$ cat config.mk
export PLATFORM = sky130hd
export DESIGN_NAME = aapr_merge
export DESIGN_NICKNAME = d
export VERILOG_FILES = /design/src/sv/aapr_pkg.sv /design/src/sv/aapr_merge.sv
export SDC_FILE = /design/constraint.sdc
export NUM_CORES = 1
export LEC_CHECK = 0
export BUFFER_PORTS_ARGS = -buffer_cell sky130_fd_sc_hd__buf_2
export CAP_MARGIN = 20
export CORE_AREA = 2 2 107 151
export DETAILED_ROUTE_END_ITERATION = 10
export DIE_AREA = 0 0 109 153
export HOLD_SLACK_MARGIN = 0.02
export PLACE_DENSITY = 0.74
export SYNTH_ARGS = -nofsm -noshare
export SYNTH_HDL_FRONTEND = slang
export SYNTH_SLANG_ARGS = --single-unit
export TNS_END_PERCENT = 30
$ cat constraint.sdc
create_clock -name clk -period 3.3 [get_ports clk]
set_clock_uncertainty 0.1 [all_clocks]
set_input_delay 0.66 -clock clk [delete_from_list [all_inputs] [get_ports clk]]
set_output_delay 0.66 -clock clk [all_outputs]
set_load 0.02 [all_outputs]
$ cat src/sv/aapr_pkg.sv
// ----------------------------------------------------------------------------
// Axis-angle point rotation package
// Widths, register indexes, pipeline control and the Q30 clamp helper.
// ----------------------------------------------------------------------------
package aapr_pkg;

    localparam int NUM_AXES   = 3;
    localparam int STAGES     = 7;

    localparam int COORD_W    = 24;
    localparam int OFFSET_W   = 25;
    localparam int Q15_W      = 16;
    localparam int OMC_W      = 17;
    localparam int OUT_W      = 25;
    localparam int ENTRY_W    = 16;
    localparam int AA_W       = 32;
    localparam int PROD_W     = 34;
    localparam int SUM_W      = 35;
    localparam int MP_W       = 41;
    localparam int DOT_W      = 43;
    localparam int WIDE_W     = 44;
    localparam int FRAC_W     = 15;
    localparam int CFG_IDX_W  = 3;
    localparam int CFG_DATA_W = 24;

    localparam logic signed [OMC_W-1:0]  Q15_ONE         = 17'sh07FFF;
    localparam logic signed [WIDE_W-1:0] Q30_POS_LIMIT   = 44'sh0_4000_0000;
    localparam logic signed [WIDE_W-1:0] Q30_NEG_LIMIT   = -44'sh0_4000_0000;
    localparam logic signed [WIDE_W-1:0] Q30_POS_SAT     = 44'sh0_3FFF_FFFF;
    localparam logic signed [WIDE_W-1:0] Q30_NEG_SAT     = -44'sh0_3FFF_0000;

    typedef logic signed [COORD_W-1:0]  coord_t;
    typedef logic signed [OFFSET_W-1:0] offset_t;
    typedef logic signed [Q15_W-1:0]    q15_t;
    typedef logic signed [OMC_W-1:0]    omc_t;
    typedef logic signed [ENTRY_W-1:0]  entry_t;
    typedef logic signed [OUT_W-1:0]    out_t;

    typedef enum logic [CFG_IDX_W-1:0] {
        REG_ROTATION_ENABLE,
        REG_AXIS_X,
        REG_AXIS_Y,
        REG_AXIS_Z,
        REG_PIVOT_X,
        REG_PIVOT_Y,
        REG_PIVOT_Z
    } cfg_index_t;

    typedef struct packed {
        logic [STAGES-1:0] load;
        logic              rotate;
    } pipe_ctl_t;

    // Saturate to the asymmetric Q30 range, then floor-shift back to Q15.
    function automatic entry_t q30_clamp_shift(input logic signed [WIDE_W-1:0] v);
        logic signed [WIDE_W-1:0] c;
        if (v >= Q30_POS_LIMIT)
        begin
            c = Q30_POS_SAT;
        end
        else if (v <= Q30_NEG_LIMIT)
        begin
            c = Q30_NEG_SAT;
        end
        else
        begin
            c = v;
        end
        return entry_t'(c[FRAC_W+ENTRY_W-1:FRAC_W]);
    endfunction

endpackage

$ cat src/sv/aapr_merge.sv
// ----------------------------------------------------------------------------
// Axis-angle point rotation: merge stage
// Re-adds the pivot to the lane results (y with the pivot sign flipped), or passes the point through.
// ----------------------------------------------------------------------------
module aapr_merge (
    input  logic                clk,
    input  aapr_pkg::pipe_ctl_t ctl,
    input  aapr_pkg::coord_t    pivot_x,
    input  aapr_pkg::coord_t    pivot_y,
    input  aapr_pkg::coord_t    pivot_z,
    input  aapr_pkg::entry_t    lane_result [aapr_pkg::NUM_AXES],
    input  aapr_pkg::coord_t    point [aapr_pkg::NUM_AXES],
    output aapr_pkg::out_t      rotated_x,
    output aapr_pkg::out_t      rotated_y,
    output aapr_pkg::out_t      rotated_z
);

    localparam int OW = aapr_pkg::OUT_W;
    localparam int LAST = aapr_pkg::STAGES - 1;

    aapr_pkg::out_t rx_reg, rx_next;
    aapr_pkg::out_t ry_reg, ry_next;
    aapr_pkg::out_t rz_reg, rz_next;

    always_comb
    begin
        if (ctl.rotate)
        begin
            rx_next = OW'(pivot_x) + OW'(lane_result[0]);
            // y runs with the pivot sign flipped
            ry_next = OW'(lane_result[1]) - OW'(pivot_y);
            rz_next = OW'(pivot_z) + OW'(lane_result[2]);
        end
        else
        begin
            rx_next = OW'(point[0]);
            ry_next = OW'(point[1]);
            rz_next = OW'(point[2]);
        end
    end

    always_ff @(posedge clk)
    begin
        if (ctl.load[LAST])
        begin
            rx_reg <= rx_next;
            ry_reg <= ry_next;
            rz_reg <= rz_next;
        end
    end

    assign rotated_x = rx_reg;
    assign rotated_y = ry_reg;
    assign rotated_z = rz_reg;

endmodule

==> out/results.txt <==
Outcome = finished clean
Multi-input logic area = 4312 um^2
Worst-case clock buffer depth = 2
Top_reg_cell synth = edfxtp_1
Async set-reset flop share out of synthesis = 0%
Worst Hold Class = input port to flip-flop
CP Data Arrival Time = 3.03 ns
Final net count = 1274
Yosys warns = 0
Reg area = 2252 um^2
Clk sinks = 75
Area grow syn2layout = 29.13%
Avg WL per Cell = 16.74 um
HPWL Detailed = 16010 um
Crit Path Category = input port to flip-flop
Final Setup Violations = 0
Starting density of the core = 44.22%
Post-route setup TNS = 0 ns
Post-synth EDFFs = 75
Leakage = 4.136 nW
I/O Buffers = 269
Commonest non-fill, non-tap cell in the layout = buf_2
Ratio of cells with drive above 1 in the final layout = 35.33%
CTS tree = built
Global-route wire length before repair = 30760 um
Final Hold Vio Count = 0
Drt first pass iters = 4
CP endpoint kind = flip-flop
# DRC = 0
Largest net degree at the start of global routing = 76
Crit-path max cell delay = 0.40 ns
Max Used Layer = met5
Slew Viols, Final = 0
Antenna violations before repair = 5
Relative slew slack = 30.18%
Met3 routed wirelength = 1418 um
End-of-flow core utilization = 57.10%
Metal2 WL = 10780 um
Num ports = 276
Hold WS = 0.4982 ns
H-tree Lvls = 3
Final wirelength = 20110 um
PwrDens = 406.8 nW/um^2
Clock slew at reported path FFs = 0.07 ns
Clock period minus worst slack = 3.040 ns
Final period util = 92.13%
CP Depth = 12
Global router's overall resource usage = 23.59%
Register area share after synthesis = 33.21%
Root buffer cell = clkbuf_16
# hold bufs at CTS = 0
Core footprint = 15340 um^2
Distinct cells, synth = 67
Die Area = 16680 um^2
Crit-path leading delay family = compound AO/OA/AOI/OAI gates
Total gr overflow = 0
Synthesized net count = 994
RSZ-0062 raised after global routing = false
Max Freq = 0.3289 GHz
Min-delay src = point[3]
Worst Path Required = 3.29 ns
WL met1 = 7095 um
Worst vdd ir = 0.0002218 V
Die Ht = 153 um
Count of cells resized by post-cts repair = 0
Via count = 6600
Hold EP = rotated_z[3]
CP bufs+invs = 3
Vias per Instance = 5.495
Slew @ Worst Pin = 1.047 ns
Setup bufs post-CTS = 0
Fillers = 1400
#FFs+latches synth = 75
# Max-Cap Violations = 0
Commonest non-fill, non-tap cells in the layout = 267 x buf_2, 75 x edfxtp_1, 72 x ha_1
CP cell instances = buf_2, inv_1, ha_1, fa_1, nor2b_1, o31ai_1, a211oi_1, buf_4, o211ai_1, o21ai_0, xor2_1, mux2_2
Hold depth = 2
Synthesized area per cell = 9.445 um^2
Final ANT Viol Nets = 0
Mapped Area = 6782 um^2
Die Width = 109 um
Type of origin of the critical path = input port
Critical path peak fanout = 4
Total power draw = 3.562 mW
Mapped Cells = 718
Final RePlAce weighted congestion = 0.9146
Cts bufs inserted = 9
Slowest-stage cell, CP = o31ai_1
Initial DRC count = 340
Vias in the first global route = 6692
Floorplan row count = 54
[metrics by stage]
| step | instances | area [um^2] | setup slack [ns] |
|---|---|---|---|
| 6_report | 1201 | 8757 | 0.2597 |
| 5_1_grt | 1201 | 8757 | 0.1366 |
| 4_1_cts | 1198 | 8750 | 0.3172 |
| 3_5_place_dp | 1183 | 8466 | -0.03018 |
| 3_3_place_gp | 1183 | 8466 | -0.01328 |
| 2_1_floorplan | 718 | 6782 | 0.3145 |
[metal layers]
layer,vias to the layer above,GRT usage [%]
met5,-,0
met4,2,11.90
met3,51,6.055
met2,237,45.02
met1,3020,22.36
li1,3290,-
[synthesized netlist by cell type (all sizes together), types with 3 or more instances]
cell | count | share of area (%)
nand3 | 16 | 1.2
nor2b | 10 | 0.96
xor2 | 19 | 2.5
o21ai | 37 | 2.8
and3 | 6 | 0.63
nor2 | 33 | 1.8
nand3b | 3 | 0.33
ha | 72 | 13
a211oi | 6 | 0.66
a21boi | 3 | 0.39
a221oi | 4 | 0.52
and4 | 3 | 0.39
nor4 | 6 | 0.55
o21a | 15 | 1.7
inv | 37 | 2.0
and2 | 4 | 0.37
fa | 3 | 0.89
o31a | 5 | 0.65
clkbuf | 14 | 0.77
o2111ai | 7 | 0.90
a21oi | 69 | 5.1
a21o | 37 | 4.1
o31ai | 11 | 1.3
a31oi | 6 | 0.55
edfxtp | 75 | 33
o21bai | 8 | 0.89
o211ai | 6 | 0.74
nand4 | 9 | 0.83
nand2 | 68 | 3.8
xnor2 | 28 | 3.6
nor3 | 18 | 1.3
buf | 6 | 0.33
nand2b | 6 | 0.55
mux2 | 37 | 6.2
or3 | 4 | 0.37
[registers in the layout, indices dropped and copies added (netlist names)]
register   cells
rotated_z     25
rotated_y     25
rotated_x     25
[cell families after synthesis]
family | count (synthesis) | share of synthesized area (%)
AOI/OAI and AO/OA | 232 | 23.08
DFF | 75 | 33.21
adders and majority gates | 75 | 14.17
and+or+nand+nor | 193 | 13.91
muxes | 38 | 6.347
buffers and inverters | 58 | 3.210
xor gates and xnor gates | 47 | 6.070
[layout make-up]
cell class,instances,area share [%]
antenna,3,0.08573
clock buffer,10,2.615
clock inverter,5,0.6287
inverter,38,1.629
multi-input combinational,585,49.24
sequential,75,25.72
tap,196,2.800
timing repair buffer,289,17.29
[report_power, final]
part	switching, mW	internal (mW)	total [mW]	leakage (nW)
sequential	0.0266	1.20	1.23	0.734
combinational	0.762	0.577	1.34	3.27
clock	0.412	0.580	0.992	0.136
[worst max path at each step]
stage | from | endpoint | slack (ns)
finish | lane_result[16] | rotated_y[18] | 0.26
global route | pivot_x[3] | rotated_x[17] | 0.14
CTS | pivot_x[3] | rotated_x[17] | 0.32
detailed placement | lane_result[16] | rotated_y[18] | -0.03
global placement | pivot_x[0] | rotated_x[20] | -0.01
floorplan | pivot_x[0] | rotated_x[20] | 0.31
Power figures use the tool's default switching activity.
